--- src/sv/cfc_pkg.sv ---
// shared constants and types for the ascii command frame checker
// no dependencies; used by cfc_result_if, the frame tracker and the top level
package cfc_pkg;

  // frame characters
  localparam logic [7:0] START_CHAR = 8'h3E;
  localparam logic [7:0] LINE_FEED  = 8'h0A;
  localparam logic [7:0] SPACE_CHAR = 8'h20;

  // checksum floor and minimum frame length
  localparam logic [7:0] SUM_FLOOR = 8'd16;
  localparam int unsigned MIN_FRAME = 4;

  // overflow limits
  localparam int unsigned MAX_FIELDS    = 12;
  localparam int unsigned MAX_FIELD_LEN = 256;
  localparam int unsigned MAX_FRAME_LEN = 3072;

  // counter widths
  localparam int unsigned FIELD_CNT_W = 4;
  localparam int unsigned FIELD_LEN_W = 9;
  localparam int unsigned FRAME_LEN_W = 12;

  // result kind
  typedef enum logic {
    KIND_PARAM   = 1'b0,
    KIND_VERDICT = 1'b1
  } kind_t;

  // verdict codes
  typedef enum logic [1:0] {
    STATUS_OK        = 2'd0,
    STATUS_BAD_SUM   = 2'd1,
    STATUS_TOO_SHORT = 2'd2,
    STATUS_OVERFLOW  = 2'd3
  } status_t;

  // one result transaction
  typedef struct packed {
    kind_t                  kind;
    logic [7:0]             data_byte;
    logic [FIELD_CNT_W-1:0] param_index;
    status_t                status;
  } result_t;

endpackage

--- src/sv/cfc_byte_if.sv ---
// valid/ready channel carrying one received byte
// depends on nothing
interface cfc_byte_if;
  logic       valid;
  logic       ready;
  logic [7:0] rx_byte;

  modport source (output valid, output rx_byte, input ready);
  modport sink   (input valid, input rx_byte, output ready);
endinterface

--- src/sv/cfc_result_if.sv ---
// valid/ready channel carrying one parameter byte or frame verdict
// depends on cfc_pkg for the field widths
interface cfc_result_if;
  logic                            valid;
  logic                            ready;
  logic                            kind;
  logic [7:0]                      data_byte;
  logic [cfc_pkg::FIELD_CNT_W-1:0] param_index;
  logic [1:0]                      status;

  modport source (output valid, output kind, output data_byte, output param_index,
                  output status, input ready);
  modport sink   (input valid, input kind, input data_byte, input param_index,
                  input status, output ready);
endinterface

--- src/sv/cfc_frame_tracker.sv ---
// frame state, checksum and counters; one byte processed per strobe
// depends on cfc_pkg
module cfc_frame_tracker (
  input  logic             clk,
  input  logic             rst,
  input  logic             strobe,
  input  logic [7:0]       rx_byte,
  output logic             has_result,
  output cfc_pkg::result_t result
);

  logic                            in_frame, in_frame_next;
  logic [7:0]                      held_byte, held_byte_next;
  logic                            held_valid, held_valid_next;
  logic                            last_was_space, last_was_space_next;
  logic [7:0]                      running_sum, running_sum_next;
  logic [cfc_pkg::FIELD_CNT_W-1:0] field_count, field_count_next;
  logic [cfc_pkg::FIELD_LEN_W-1:0] field_length, field_length_next;
  logic [cfc_pkg::FRAME_LEN_W-1:0] frame_length, frame_length_next;
  logic                            overflow_seen, overflow_seen_next;

  logic [7:0]       floored_sum;
  cfc_pkg::status_t verdict;

  // checksum with floor and verdict priority
  always_comb begin
    if (running_sum < cfc_pkg::SUM_FLOOR) begin
      floored_sum = running_sum + cfc_pkg::SUM_FLOOR;
    end else begin
      floored_sum = running_sum;
    end
    if (frame_length < cfc_pkg::FRAME_LEN_W'(cfc_pkg::MIN_FRAME)) begin
      verdict = cfc_pkg::STATUS_TOO_SHORT;
    end else if (overflow_seen) begin
      verdict = cfc_pkg::STATUS_OVERFLOW;
    end else if (held_valid && (floored_sum == held_byte)) begin
      verdict = cfc_pkg::STATUS_OK;
    end else begin
      verdict = cfc_pkg::STATUS_BAD_SUM;
    end
  end

  // next state and result
  always_comb begin
    in_frame_next       = in_frame;
    held_byte_next      = held_byte;
    held_valid_next     = held_valid;
    last_was_space_next = last_was_space;
    running_sum_next    = running_sum;
    field_count_next    = field_count;
    field_length_next   = field_length;
    frame_length_next   = frame_length;
    overflow_seen_next  = overflow_seen;
    has_result          = 1'b0;
    result.kind         = cfc_pkg::KIND_PARAM;
    result.data_byte    = held_byte;
    result.param_index  = field_count;
    result.status       = cfc_pkg::STATUS_OK;

    if (strobe) begin
      if (!in_frame) begin
        // waiting for start; open a fresh frame on '>'
        if (rx_byte == cfc_pkg::START_CHAR) begin
          in_frame_next       = 1'b1;
          held_byte_next      = 8'd0;
          held_valid_next     = 1'b0;
          last_was_space_next = 1'b0;
          running_sum_next    = cfc_pkg::START_CHAR;
          field_count_next    = '0;
          field_length_next   = '0;
          frame_length_next   = '0;
          overflow_seen_next  = 1'b0;
        end
      end else if (rx_byte == cfc_pkg::LINE_FEED) begin
        // end of frame: give the verdict and return to idle
        has_result          = 1'b1;
        result.kind         = cfc_pkg::KIND_VERDICT;
        result.data_byte    = 8'd0;
        result.param_index  = field_count;
        result.status       = verdict;
        in_frame_next       = 1'b0;
        held_byte_next      = 8'd0;
        held_valid_next     = 1'b0;
        last_was_space_next = 1'b0;
        running_sum_next    = cfc_pkg::START_CHAR;
        field_count_next    = '0;
        field_length_next   = '0;
        frame_length_next   = '0;
        overflow_seen_next  = 1'b0;
      end else begin
        // frame length, saturating
        if (frame_length >= cfc_pkg::FRAME_LEN_W'(cfc_pkg::MAX_FRAME_LEN)) begin
          overflow_seen_next = 1'b1;
        end else begin
          frame_length_next = frame_length + 1'b1;
        end
        // release the held byte
        if (held_valid) begin
          if (held_byte == cfc_pkg::SPACE_CHAR) begin
            if (!last_was_space) begin
              if (field_count < cfc_pkg::FIELD_CNT_W'(cfc_pkg::MAX_FIELDS)) begin
                field_count_next  = field_count + 1'b1;
                field_length_next = '0;
                running_sum_next  = running_sum + cfc_pkg::SPACE_CHAR;
              end else begin
                overflow_seen_next = 1'b1;
              end
            end
            last_was_space_next = 1'b1;
          end else begin
            last_was_space_next = 1'b0;
            if (field_length >= cfc_pkg::FIELD_LEN_W'(cfc_pkg::MAX_FIELD_LEN)) begin
              overflow_seen_next = 1'b1;
            end else begin
              field_length_next = field_length + 1'b1;
            end
            running_sum_next = running_sum + held_byte;
            has_result       = 1'b1;
          end
        end
        held_byte_next  = rx_byte;
        held_valid_next = 1'b1;
      end
    end
  end

  // state registers
  always_ff @(posedge clk) begin
    if (rst) begin
      in_frame       <= 1'b0;
      held_byte      <= 8'd0;
      held_valid     <= 1'b0;
      last_was_space <= 1'b0;
      running_sum    <= cfc_pkg::START_CHAR;
      field_count    <= '0;
      field_length   <= '0;
      frame_length   <= '0;
      overflow_seen  <= 1'b0;
    end else begin
      in_frame       <= in_frame_next;
      held_byte      <= held_byte_next;
      held_valid     <= held_valid_next;
      last_was_space <= last_was_space_next;
      running_sum    <= running_sum_next;
      field_count    <= field_count_next;
      field_length   <= field_length_next;
      frame_length   <= frame_length_next;
      overflow_seen  <= overflow_seen_next;
    end
  end

endmodule

--- src/sv/ascii_command_frame_checker_core.sv ---
// top level of the ascii command frame checker: input register, frame tracker, result register
// depends on cfc_pkg, cfc_byte_if, cfc_result_if and cfc_frame_tracker
//
// The block takes one received byte per clock unless stalled and gives at most one result per
// byte: a parameter character with its parameter index, or a verdict at line feed. Each byte
// passes through the input register into the frame tracker, and each result is held in the
// result register; sustained throughput is one byte per cycle while the result side
// keeps taking transactions. The input and result registers each hold one transaction and
// advance together, so a stall on the result channel holds off new bytes only once both
// are full. Bytes outside a frame are dropped without a result.
module ascii_command_frame_checker_core (
  input logic          clk,
  input logic          rst,
  cfc_byte_if.sink     rx,
  cfc_result_if.source result
);

  logic             in_valid;
  logic [7:0]       in_byte;
  logic             out_valid;
  cfc_pkg::result_t out_data;
  logic             advance;
  logic             has_result;
  cfc_pkg::result_t new_result;

  // the input register moves on when the result register has room
  assign advance  = in_valid && (!out_valid || result.ready);
  assign rx.ready = !in_valid || advance;

  // input register
  always_ff @(posedge clk) begin
    if (rst) begin
      in_valid <= 1'b0;
    end else if (rx.ready) begin
      in_valid <= rx.valid;
    end
  end

  always_ff @(posedge clk) begin
    if (rx.ready && rx.valid) begin
      in_byte <= rx.rx_byte;
    end
  end

  // frame state and result logic
  cfc_frame_tracker u_tracker (
    .clk        (clk),
    .rst        (rst),
    .strobe     (advance),
    .rx_byte    (in_byte),
    .has_result (has_result),
    .result     (new_result)
  );

  // result register
  always_ff @(posedge clk) begin
    if (rst) begin
      out_valid <= 1'b0;
    end else if (advance) begin
      out_valid <= has_result;
    end else if (result.ready) begin
      out_valid <= 1'b0;
    end
  end

  always_ff @(posedge clk) begin
    if (advance && has_result) begin
      out_data <= new_result;
    end
  end

  assign result.valid       = out_valid;
  assign result.kind        = out_data.kind;
  assign result.data_byte   = out_data.data_byte;
  assign result.param_index = out_data.param_index;
  assign result.status      = out_data.status;

endmodule
--- src/flat_wrapper.sv ---
// flat-port wrapper written by rule: the top's interface ports become plain ports
module ascii_command_frame_checker_core_flat 
  (clk, rst, rx_valid, rx_rx_byte, rx_ready, result_valid, result_kind, result_data_byte, result_param_index, result_status, result_ready);
  cfc_byte_if rx_i ();
  cfc_result_if result_i ();
  input logic clk;
  input logic rst;
  input wire logic [$bits(rx_i.valid)-1:0] rx_valid;
  input wire logic [$bits(rx_i.rx_byte)-1:0] rx_rx_byte;
  output wire logic [$bits(rx_i.ready)-1:0] rx_ready;
  output wire logic [$bits(result_i.valid)-1:0] result_valid;
  output wire logic [$bits(result_i.kind)-1:0] result_kind;
  output wire logic [$bits(result_i.data_byte)-1:0] result_data_byte;
  output wire logic [$bits(result_i.param_index)-1:0] result_param_index;
  output wire logic [$bits(result_i.status)-1:0] result_status;
  input wire logic [$bits(result_i.ready)-1:0] result_ready;
  assign rx_i.valid = rx_valid;
  assign rx_i.rx_byte = rx_rx_byte;
  assign rx_ready = rx_i.ready;
  assign result_valid = result_i.valid;
  assign result_kind = result_i.kind;
  assign result_data_byte = result_i.data_byte;
  assign result_param_index = result_i.param_index;
  assign result_status = result_i.status;
  assign result_i.ready = result_ready;
  ascii_command_frame_checker_core u_core (.clk(clk), .rst(rst), .rx(rx_i), .result(result_i));
endmodule
--- config.mk ---
export PLATFORM = sky130hd
export DESIGN_NAME = ascii_command_frame_checker_core_flat
export DESIGN_NICKNAME = d
export VERILOG_FILES = /design/src/sv/cfc_pkg.sv /design/src/sv/cfc_byte_if.sv /design/src/sv/cfc_result_if.sv /design/src/sv/cfc_frame_tracker.sv /design/src/sv/ascii_command_frame_checker_core.sv /design/src/flat_wrapper.sv
export SDC_FILE = /design/constraint.sdc
export NUM_CORES = 1
export LEC_CHECK = 0
export BUFFER_PORTS_ARGS = -buffer_cell sky130_fd_sc_hd__buf_2
export CORE_UTILIZATION = 55
export CTS_BUF_LIST = sky130_fd_sc_hd__clkbuf_4
export DETAILED_ROUTE_END_ITERATION = 12
export PLACE_DENSITY = 0.74
export SYNTH_ARGS = -nofsm -noshare
export SYNTH_HDL_FRONTEND = slang
export SYNTH_SLANG_ARGS = --single-unit
--- constraint.sdc ---
create_clock -name clk -period 4.1 [get_ports clk]
set_input_delay 0.615 -clock clk [delete_from_list [all_inputs] [get_ports clk]]
set_output_delay 0.615 -clock clk [all_outputs]
set_load 0.01 [all_outputs]
* After elaboration in Yosys (flattened, before gate mapping) *
Index checks and enable logic that the tools add are counted.
W data, S select, Z words.

word-level totals
  flip-flop bits (word level) = 70
  word-level logic and storage cells = 122
  output and inout bits = 17

cells by class
  add/subtract/negate cells = 6
  magnitude comparators = 5
  bitwise logic cells = 3
  muxes and demuxes = 60
  reduce and logical (&&, ||, !) cells = 19
  equality and inequality tests = 12

operators with widths
  cell                     count
  $mux W8                  11
  $mux W9                  8
  $mux W12                 4
  $mux W14                 2
  $mux W4                  7
  $mux W1                  25
  $eq A8 B6 Y1 const B     2
  $mux W15                 1
  $add A12 B1 Y12 const B  1
  $ge A12 B12 Y1 const B   1
  $lt A12 B3 Y1 const B    1
  $reduce_and A6 Y1        2
  $add A9 B1 Y9 const B    1
  $ge A9 B9 Y1 const B     1
  $ne A3 B1 Y1 const B     3
  $reduce_and A3 Y1        3
  $add A8 B5 Y8 const B    1
  $add A8 B6 Y8 const B    1
  $add A8 B8 Y8            1
  $eq A8 B4 Y1 const B     1
  $eq A8 B8 Y1             1
  $lt A8 B5 Y1 const B     1
  $ne A4 B4 Y1 const B     2
  $reduce_and A5 Y1        1
  13 further kinds         23

* Logic depth before layout (Yosys ltp) *
Gate-level depths: netlist of run 1.

  depth after elaboration = 10
  mapped depth = 8

* By module *
A second synthesis of run 1 with hierarchy kept.

second synthesis, totals
  cells, all modules = 378
  area total of the unflattened synthesis = 3597.2 um^2

modules (own cells, without submodules)
  module                            area an instance (um^2)  instances  sequential area each (um^2)  cells each
  cfc_frame_tracker                 2803.9                   1          900.9                        344
  ascii_command_frame_checker_core  793.3                    1          730.7                        34

* Least setup slack after synthesis of run 1 *
Ideal clock, no wire load.

  path kind = register to register
  start = register u_core.in_byte[0]
  end = register u_core.u_tracker.running_sum[5]
  path slack = 2059 ps
  stages on the path, launching flop included = 7
  period minus slack after synthesis = 2041 ps
  library setup time = 129 ps
  data arrival time = 1912 ps
  cells stage by stage = edfxtp_1 -> or4b_4 -> o21a_1 -> buf_4 -> a21o_1 -> a2111oi_0 -> o21bai_1

between the ends
  cells in the longest elaborated chain, start to end = 3
  elaborated cells between the ends (all ways) = 9
  those cells by class = eq/ne (5); mux (2); reduce/logical (2)

ends and longest elaborated chain
  element                                                        RTL line                                          text
  from (decl)                                                    ascii_command_frame_checker_core.sv:19            logic [7:0] in_byte;
  from (signal assigned)                                         ascii_command_frame_checker_core.sv:41            in_byte <= rx.rx_byte;
  $eq A8 B4 Y1 / $eq A8 B6 Y1 (equally long branches)            cfc_frame_tracker.sv:74, cfc_frame_tracker.sv:63
  $ne A4 B3 Y1 (no line), or another cell as far along           --
  $reduce_and A5 Y1 (no line) / $mux W8 (equally long branches)  --
  to (signal assigned)                                           cfc_frame_tracker.sv:134                          running_sum <= cfc_pkg::START_CHAR;
  to (signal assigned)                                           cfc_frame_tracker.sv:144                          running_sum <= running_sum_next;
  to (decl)                                                      cfc_frame_tracker.sv:16                           logic [7:0] running_sum, running_sum_next;

Parallel ways exist; a longest one is shown, timed or not.
A chain may end at the register's enable or synchronous reset.

* Final worst setup path of run 1 *
Ends and elaborated chain as after synthesis.

==> impl_summary.md, run 1 <==
Synth
The synthesized netlist devotes under 10% of its cell area to XOR and XNOR gates. Measured against the total synthesized area, the mux share comes to ~1.2%. After synthesis, the largest family of logic cells by area is simple AND/OR/NAND/NOR gates.

The number of different library cells in the post-synthesis netlist is 58. The gate count after technology mapping is 356. Of the total synthesized cell area, the portion taken by full adders, half adders and majority gates is 5.276%.

Summing the areas of all compound-gate instances in the mapped netlist gives 15.00% of the synthesized area. The share of the yosys chip area belonging to registers is a little under half. Of all flip-flops after synthesis, the portion carrying an async set or reset was 0%. The post-synthesis sequential element count is 70.

The top flip-flop cell by instance count after synthesis is sky130_fd_sc_hd__dfxtp_1. The simple-gate portion of the synthesized area is 21.21%. The number of warnings printed during yosys synthesis is 0. When the netlist entered floorplanning its net count stood at 382. Summing every instance area after synthesis gives 3462 µm². Averaged over all synthesized cells, the footprint is around 10 µm².

Counting flops with a built-in enable in the synthesized netlist gives 23.

Setup path
The arrival time reported for the critical path endpoint is 2.77 ns. For this design, the slowest cell found on the critical path is sky130_fd_sc_hd__o31a_1. The nature of the critical path endpoint is a flip-flop. The kind of cell adding the most delay to the critical path is compound AO/OA/AOI/OAI gates. The critical path start-end classification is flip-flop to flip-flop. The signal on the critical path passes through nor4b_2, nand2_1, o31a_1, buf_4, a21o_1, a2111oi_0, o21bai_1. The count of buffering cells on the critical path with inverters included is 1. The largest incremental delay on the critical path is slightly below 0.5 ns. For the worst setup path, the data required time is around 4.4 ns. The kind of start point of the critical path is a flip-flop. The peak fanout along the critical path is 15.

Timing
The number of failing hold endpoints at the final stage was 0. The summed negative setup slack over all endpoints is 0 ns. The post-layout worst setup margin is 1.635 ns.

The final clock skew is 0.009585 ns. The max-slew violation count came to 0. Setup repair after global routing left no endpoint under its margin. The part of the cycle the worst path needs is 60.12%. Setup violations remaining at the end of the flow were counted as 0. The tightest slew margin relative to the limit is a little under half. The post-layout minimum cycle time is between 2 and 2.5 ns. Timing would allow up to between 400 and 500 MHz. The actual transition at the worst max-transition pin is roughly 0.8 ns.

Global route
The first global-routing pass estimated 11.72 mm of wire. After global routing the overflow that remains totals 0. The via count of the first global-routing pass is ~2400. Global routing used a little under a quarter of the available tracks.

The initial antenna violation count is 0. The maximum number of pins on one net before global-route repair is 33.

Floorplan
The die is 81.34 µm wide. The number of ports placed on the die boundary is 29. The die height is 81.34 µm. The total number of placement rows is 28. The floorplan step defined a core boundary enclosing about 6000 µm².

The initial cell density of the core is 57.79%. The floorplan step defined a die boundary enclosing 6616 µm².

Route
The number of iterations in the first detailed-routing pass is 6. The detail-routed via count per cell is approximately 5.9. For this run, design rule violations remaining after detail routing come to 0. The overall via count from detail_route is 2723. The routed wire length is 6.954 mm. After detailed routing, the average wire length per cell comes to 14.99 µm.

The number of design-rule violations left by the first detailed-router iteration is 376. Once detail routing completed, the nets flagged for antenna violations numbered 0.

Clock tree
The clock reaches the later pin of the worst-skew pair after 0.42 ns. Buffers inserted during clock tree synthesis total 9. The number of setup buffers added after CTS is 0. The clock net in this run drives a total of 70 sinks. The clock passes through at most 2 buffers. The clock slew at the register clock pins of the worst setup and hold paths is 0.11 ns.

Post-CTS repair changed the size of 0 cells. The CTS H-tree depth is 3. TritonCTS built the clock tree.

The clock root buffer is sky130_fd_sc_hd__clkbuf_4. The number of buffers inserted for hold repair after clock tree synthesis is 0.

Layout
The number of antenna diodes in the final layout is 0. The fill cell total of the finished layout is around 500. The area of all sequential standard cells is 1632 µm².

The post-route netlist has 15.68% of its cells at a drive strength greater than 1. The area growth from synthesis to layout is 9.288%. The area of the multi-input gates is 1695 µm². At the end of the flow, the number of nets in the layout was 410.

Place
Before CTS, the worst setup slack after placement is 1.357 ns. The congestion estimate from routability-driven global placement came to 0.8727. Detailed placement finished with a half-perimeter wire length of 4.831 mm.

The count of input and output buffers is 28.

Power
The leakage power summed over all cells is between 1 and 1.5 nW. The worst voltage drop across the vdd grid is 0.1912 mV. For this design the ratio of total power to cell area is 313.6 nW/µm².

Flow run
Max-cap violations in this run came to 0.

Worst hold path
The min-delay analysis places its worst path in the category input port to flip-flop.

Status
The flow ran to the end, and the final reports show no timing, DRC or antenna violations.
[synthesized netlist by cell type, drive strengths merged, types with 2 or more instances]
master   instances  share of area (%)
dfxtp           47                 27
nor2            43                4.7
a21oi           24                3.5
edfxtp          23                 20
xnor2           22                5.6
nand2           21                2.3
inv             17                1.8
nand3           14                2.0
ha              13                4.7
nor2b           10                1.8
nor3            10                1.4
o21ai           10                1.6
buf              9                1.5
nor4             7                1.7
a22oi            6                1.3
and3             6                1.1
clkbuf           5               0.54
nand4            5               0.90
a21o             4               0.87
mux2i            4                1.2
or3              4               0.72
a2111oi          3                1.1
a211oi           3               0.65
a32oi            3               0.76
nand2b           3               0.54
nor3b            3               0.65
or2              3               0.54
or4b             3                1.1
xor2             3               0.76
a31oi            2               0.36
a41oi            2               0.51
and2             2               0.40
nor4b            2               0.87
o2111ai          2               0.51
o211ai           2               0.43
o21a             2               0.43
o21bai           2               0.43
[logic make-up after synthesis]
kind of cell / Yosys count
xor gates and xnor gates: 25
AOI/OAI and AO/OA: 74
and+or+nand+nor: 138
buffers and inverters: 31
DFF: 70
muxes: 4
adders and majority gates: 14
[worst paths after layout]
kind | from | to | slack (ns) | cells past startpoint
worst max-delay path | u_core.in_byte[0] | u_core.u_tracker.running_sum[5] | 1.64 | 7
worst min-delay path | rx_rx_byte[2] | u_core.in_byte[2] | 0.36 | 1
worst max register to register | u_core.in_byte[0] | u_core.u_tracker.running_sum[5] | 1.64 | 7
worst min register to register | u_core.u_tracker.frame_length[1] | u_core.u_tracker.frame_length[1] | 0.48 | 2
[area by class of cell]
type	count	share of cell area [%]
timing repair buffer	31	4.299
inverter	17	1.687
multi-input combinational	255	44.81
clock buffer	10	1.984
clock inverter	6	1.620
tap	75	2.480
sequential	70	43.12
[through the flow]
stage | total power, mW | area, µm² | util, % | hold slack (ns) | std cells
5_1_grt | 1.223 | 3784 | 63.16 | 0.3447 | 464
2_1_floorplan | 0.7497 | 3462 | - | 0.4342 | 356
3_5_place_dp | 0.7579 | 3647 | 60.88 | 0.4579 | 448
6_report | 1.186 | 3784 | 63.16 | 0.3584 | 464
4_1_cts | 1.192 | 3784 | 63.16 | 0.3514 | 464
3_3_place_gp | 0.7579 | 3647 | 60.88 | 0.4521 | 448
[report_power, final]
group / switching (mW) / leakage, nW / internal [mW] / total [mW]
combinational: 0.0122 / 0.709 / 0.00744 / 0.0196
sequential: 0.00446 / 0.583 / 0.718 / 0.723
clock: 0.252 / 0.0765 / 0.192 / 0.444
total: 0.269 / 1.37 / 0.917 / 1.19
[layer usage]
| metal | share of wire (%) | track usage (%) | up-vias |
|---|---|---|---|
| met1 | 48 | 33.45 | 1261 |
| met2 | 44 | 35.17 | 106 |
| li1 | - | - | 1345 |
| met5 | 0 | 0 | - |
| met3 | 6.1 | 4.045 | 11 |
| met4 | 1.5 | 10.00 | 0 |
[state kept, by name, summed over array words and instances (netlist names)]
signal                           count
u_core.result.status                 2
u_core.u_tracker.running_sum         8
u_core.result.param_index            4
u_core.u_tracker.frame_length       12
u_core.u_tracker.held_valid          1
u_core.u_tracker.in_frame            1
u_core.u_tracker.overflow_seen       1
u_core.u_tracker.last_was_space      1
u_core.result.data_byte              8
u_core.result.valid                  1
u_core.u_tracker.held_byte           8
u_core.u_tracker.field_length        9
u_core.in_byte                       8
u_core.result.kind                   1
u_core.u_tracker.field_count         4
u_core.in_valid                      1
[worst register-to-register path, delay by kind of cell, from the launching register on]
| family | cells | cell delay, ns |
|---|---|---|
| AOI/OAI and AO/OA | 4 | 1.20 |
| and+or+nand+nor | 2 | 0.44 |
| buffers and inverters | 1 | 0.27 |
| DFF | 1 | 0.44 |
[layout by cell type, fill, tap and decap left out, types with 3 or more instances in the layout]
cell                       Yosys  routed
sky130_fd_sc_hd__and3_1        6       6
sky130_fd_sc_hd__o21ai_0       7       7
sky130_fd_sc_hd__ha_1         13      13
sky130_fd_sc_hd__nor3_1       10      10
sky130_fd_sc_hd__a211oi_1      3       3
sky130_fd_sc_hd__edfxtp_1     23      23
sky130_fd_sc_hd__buf_2         6      28
sky130_fd_sc_hd__a32oi_1       3       3
sky130_fd_sc_hd__or3_1         4       4
sky130_fd_sc_hd__mux2i_1       4       4
sky130_fd_sc_hd__nand2_1      21      21
sky130_fd_sc_hd__nor4_1        6       6
sky130_fd_sc_hd__clkbuf_4      0      10
sky130_fd_sc_hd__nor3b_1       3       3
sky130_fd_sc_hd__a21oi_1      24      24
sky130_fd_sc_hd__nand2b_1      3       3
sky130_fd_sc_hd__nor2b_1      10      10
sky130_fd_sc_hd__nand3_1      14      14
sky130_fd_sc_hd__a22oi_1       6       6
sky130_fd_sc_hd__or2_2         3       3
sky130_fd_sc_hd__xnor2_1      22      22
sky130_fd_sc_hd__nand4_1       5       5
sky130_fd_sc_hd__xor2_1        3       3
sky130_fd_sc_hd__buf_4         1       3
sky130_fd_sc_hd__clkinv_2      0       3
sky130_fd_sc_hd__nor2_1       43      43
sky130_fd_sc_hd__inv_1        17      17
sky130_fd_sc_hd__a21o_1        4       4
sky130_fd_sc_hd__dfxtp_1      47      47
(Power assumes the default switching activity.)
==> run 2: changes to the inputs <==
- ABC_AREA: default -> 1
- PLACE_DENSITY: 0.74 -> 0.77
- clock period: 4.1 -> 2.2 ns (I/O delays scaled with it)
==> run 2 against run 1 <==
Net effect:
- critical path depth increased by 1
- combinational power increased to 2.9 times the previous value
- synthesized cell count increased by 50%
- critical endpoint is now u_core.result.status[0]
- largest power group unchanged
==> impl_summary.md, run 2 <==
Clock tree
The TritonCTS clock tree is done. The number of gates resized after cts is 0 (unchanged). The CTS buffer count is 9 (unchanged). The clock latency at the later pin of the worst-skew pair is 0.42 ns (about the same). The clock root buffer is sky130_fd_sc_hd__clkbuf_4. The post-CTS repair timing setup buffer count is 0 (unchanged). The clock slew at the register clock pins of the worst setup and hold paths came to 0.14 ns (+0.03 ns).

The maximum count of clock buffers along a single path is 2 (unchanged). The sink count of the clock tree was 70 (unchanged). The number of buffers inserted for hold repair after clock tree synthesis was 0 (unchanged).

The CTS H-tree depth was 3 (unchanged).

Synth
The total nets after synthesis is 561 (+47%). The number of synthesized flops with an enable pin is 23 (unchanged). The share of synthesized registers carrying an async set or reset came to 0% (unchanged).

The share of the yosys chip area belonging to registers is 42.31% (-4.8 points). The simple-gate portion of the synthesized area came to 32.93% (+12 points). The fraction of post-synthesis cell area in the top cell type by area came to 24.40% (-2.8 points). The synthesized-area fraction occupied by ao, oa, aoi and oai cells is 8.566% (-6.4 points). By area the synthesized netlist is led by sky130_fd_sc_hd__dfxtp_1 (24%), sky130_fd_sc_hd__edfxtp_1 (18%), sky130_fd_sc_hd__nand2_1 (14%).

The proportion of synthesized area in mux cells is 0% (-1.2 points). The number of warnings printed during yosys synthesis was 0 (unchanged). The average cell area after synthesis is 7.208 µm² (-26%). Of all cell types, the one taking the most synthesized area is sky130_fd_sc_hd__dfxtp_1. The area of the mapped netlist came to 3856 µm² (+11%). The number of different library cells in the post-synthesis netlist is 35 (-40%).

For this run, the leading register cell type out of synthesis is sky130_fd_sc_hd__dfxtp_1. The gate count after technology mapping was 535 (+50%). The main combinational cell family by area after synthesis is simple AND/OR/NAND/NOR gates.

The post-synthesis sequential element count is 70 (unchanged). The share of the synthesized netlist area taken by xor and xnor gates is 1.817% (-4.5 points). The post-synthesis share of cell area spent on full adders, half adders and majority gates is 4.737% (-0.54 points).

Ranked by instance count, the synthesized netlist is headed by sky130_fd_sc_hd__nand2_1 (147), sky130_fd_sc_hd__inv_1 (82), sky130_fd_sc_hd__nor2_1 (51). sky130_fd_sc_hd__nand2_1 is the most common cell in the netlist.

Layout
The final cell count without fillers was 670 (+44%). The number of flip-flops under the largest register name is 12 (unchanged). The library cells used most frequently in the layout, excluding fill and tap cells, are sky130_fd_sc_hd__nand2_1 (147), sky130_fd_sc_hd__inv_1 (82), sky130_fd_sc_hd__nor2_1 (51), sky130_fd_sc_hd__dfxtp_1 (47), sky130_fd_sc_hd__nand3_1 (46). Relative to the synthesized area, the layout overhead comes to 10.80%. The area of the multi-input gates is 1853 µm² (+9.3%).

The layout cell share with drive strength beyond 1 is 12.02% (-3.7 points). The leading cell type in the layout, fill and taps excluded is sky130_fd_sc_hd__nand2_1. The number of diodes is 0 (unchanged). The net count of the finished layout is 595 (+45%). In the final layout, the registers with the most flip-flops are u_core.u_tracker.frame_length (12), u_core.u_tracker.field_length (9). The top register by number of flip-flops is u_core.u_tracker.frame_length.

The area of all sequential standard cells was 1632 µm² (unchanged). The finished layout cell area is 4273 µm² (+13%). The post-route core utilization came to 62.89% (-0.27 points). The fill cell total of the finished layout is 607 (+20%).

Place
The routability congestion estimate from global placement was 0.9169 (+5.1%). The count of input and output buffers was 28 (unchanged). The standard cell area after detailed placement was 4101 µm² (+12%). The cell total after placement is 654 (+46%). The sum of net half-perimeters after detailed placement is 6.139 mm (+27%).

Route
The routed wire length per instance is 12.29 µm (-18%). The remaining antenna violation count is 0 (unchanged). The detail-routed via count per cell is 5.112 (-13%). The overall via count from detail_route is 3425 (+26%). The number of iterations in the first detailed-routing pass is 4 (-2). The number of design-rule violations left by the first detailed-router iteration came to 164 (-56%). The routed wire length is 8.235 mm (+18%). The remaining routing DRC violations is 0 (unchanged).

Worst hold path
The path category of the worst min-delay check is input port to flip-flop. The worst hold path begins at rx_rx_byte[6]. The worst hold path terminates at u_core.in_byte[6]. The count of cells along the worst hold path came to 1 (unchanged).

Floorplan
The total number of placement rows is 30 (+7.1%). The number of ports placed on the die boundary is 29 (unchanged). The die height is 85.74 µm (+5.4%). The die width is 85.74 µm (+5.4%).

The initial cell density of the core is 56.76% (-1.0 points). The core region area is 6794 µm² (+13%). The die area is 7350 µm² (+11%).

Setup path
The peak fanout along the critical path came to 5 (-10). In this run the critical register-to-register path is captured at u_core.result.status[0]. The start of the worst register-to-register path is u_core.u_tracker.held_byte[6]. The required time of the worst setup path is 2.39 ns (-2.02 ns). The arrival time reported for the critical path endpoint is 2.21 ns (-0.56 ns). The critical path goes through ha_1, or2_2, nor3_1, o21ai_0, a21oi_1, nand3_1, nand3_1, inv_1.

The kind of start point of the critical path is a flip-flop. The critical path start-end classification is flip-flop to flip-flop. The worst-case register-to-register setup slack was 0.18 ns (-1.46 ns).

The largest individual stage delay along the critical path comes from the cell sky130_fd_sc_hd__dfxtp_1. The worst reg2reg path depth is 8 (+1). The cell type with the highest occurrence count on the critical path is sky130_fd_sc_hd__nand3_1. The nature of the critical path endpoint is a flip-flop.

The largest incremental delay on the critical path was 0.45 ns (-0.04 ns).

Timing
The tightest slew margin relative to the limit came to 59.44% (+13 points). The number of endpoints failing setup at the final stage is 0 (unchanged). The max-slew violation count is 0 (unchanged).

The number of failing hold endpoints at the final stage is 0 (unchanged). The actual transition at the worst max-transition pin is 0.6062 ns (-0.1903 ns). The worst hold slack after final layout is 0.07788 ns (-0.2805 ns).

The post-layout minimum cycle time is 2.020 ns (-0.4448 ns). The achievable clock frequency was 495.0 MHz (+22%). The summed negative setup slack over all endpoints is 0 ns (unchanged). The part of the cycle the worst path needs is 91.83% (+32 points). Setup repair after global routing left no endpoint under its margin. The final clock skew is 0.01646 ns (+0.006879 ns).

Global route
The via count of the first global-routing pass was 3066 (+26%). The overall fraction of global-route tracks in use came to 24.28% (+0.69 points). The maximum number of pins on one net before global-route repair is 29 (-12%). The first-pass GRT wire length came to 14.00 mm (+19%).

The initial antenna violation count came to 0 (unchanged). The leftover overflow at the end of global routing is 0 (unchanged).

Status
The flow ran to the end, and the final reports show no timing, DRC or antenna violations.

Power
The worst voltage drop across the vdd grid is 0.4303 mV (+130%). The leakage power summed over all cells is 1.865 nW (+36%). The total power density per cell area came to 554.3 nW/µm² (+77%).

Flow run
The reported max-cap violation count was 0 (unchanged).
[run 2: cell count changes after synthesis, moves of 7 or more]
cell,previous run,this run
sky130_fd_sc_hd__o21ai_0,7,16
sky130_fd_sc_hd__inv_1,17,82
sky130_fd_sc_hd__nand3_1,14,46
sky130_fd_sc_hd__nand2_1,21,147
sky130_fd_sc_hd__nand4_1,5,12
sky130_fd_sc_hd__nor2b_1,10,0
sky130_fd_sc_hd__nor2_1,43,51
sky130_fd_sc_hd__a21oi_1,24,38
sky130_fd_sc_hd__xnor2_1,22,3
[run 2: through the flow]
stage / power, mW / setup slack [ns]
6_report: 2.368 / 0.1798
5_1_grt: 2.468 / 0.03355
4_1_cts: 2.394 / 0.1802
3_5_place_dp: 1.431 / 0.2458
3_3_place_gp: 1.429 / 0.2371
2_1_floorplan: 1.410 / 0.4313
[run 2: how the worst max path moves through the flow]
stage	start	to	slack [ns]
after floorplan	u_core.in_byte[2]	u_core.result.valid	0.43
after global placement	u_core.u_tracker.held_byte[6]	u_core.result.status[0]	0.24
after detailed placement	u_core.u_tracker.held_byte[6]	u_core.result.status[0]	0.25
after CTS	u_core.u_tracker.held_byte[6]	u_core.result.status[0]	0.18
after global routing	u_core.in_byte[0]	u_core.u_tracker.field_count[0]	0.03
final	u_core.u_tracker.held_byte[6]	u_core.result.status[0]	0.18
[run 2: power breakdown]
| group | leakage, nW | total, mW | internal [mW] | switching [mW] |
|---|---|---|---|---|
| sequential | 0.577 | 1.35 | 1.34 | 0.00743 |
| combinational | 1.20 | 0.0559 | 0.0165 | 0.0394 |
| clock | 0.0911 | 0.966 | 0.474 | 0.492 |
| total | 1.87 | 2.37 | 1.83 | 0.539 |
[run 2: metal layers]
layer | share of wire (%) | up-vias | global-route usage, %
met3 | 3.4 | 8 | 4.716
met1 | 46 | 1558 | 30.72
met5 | 0 | - | 0
met4 | 1.0 | 0 | 7.576
li1 | - | 1790 | -
met2 | 50 | 69 | 41.96
[run 2: final cells by class]
| class | instances | area share [%] |
|---|---|---|
| multi-input cells | 369 | 43.37 |
| flip-flops and latches | 70 | 38.18 |
| inverters | 87 | 7.643 |
| repair buffers | 32 | 3.982 |
| well taps | 96 | 2.811 |
| clock inverters | 7 | 2.430 |
| clock buffers | 9 | 1.581 |
[run 2: cells by family after synthesis]
family	Yosys count
compound gates	61
xor+xnor	8
fa+ha+maj	14
buf+inv	96
flops	70
simple gates	286
[run 2: critical path: cells and delay by family (launching register included)]
family	cells	cell delay (ns)
and+or+nand+nor	4	0.72
DFF	1	0.45
adders and majority gates	1	0.31
AOI/OAI and AO/OA	2	0.25
buffers and inverters	1	0.04
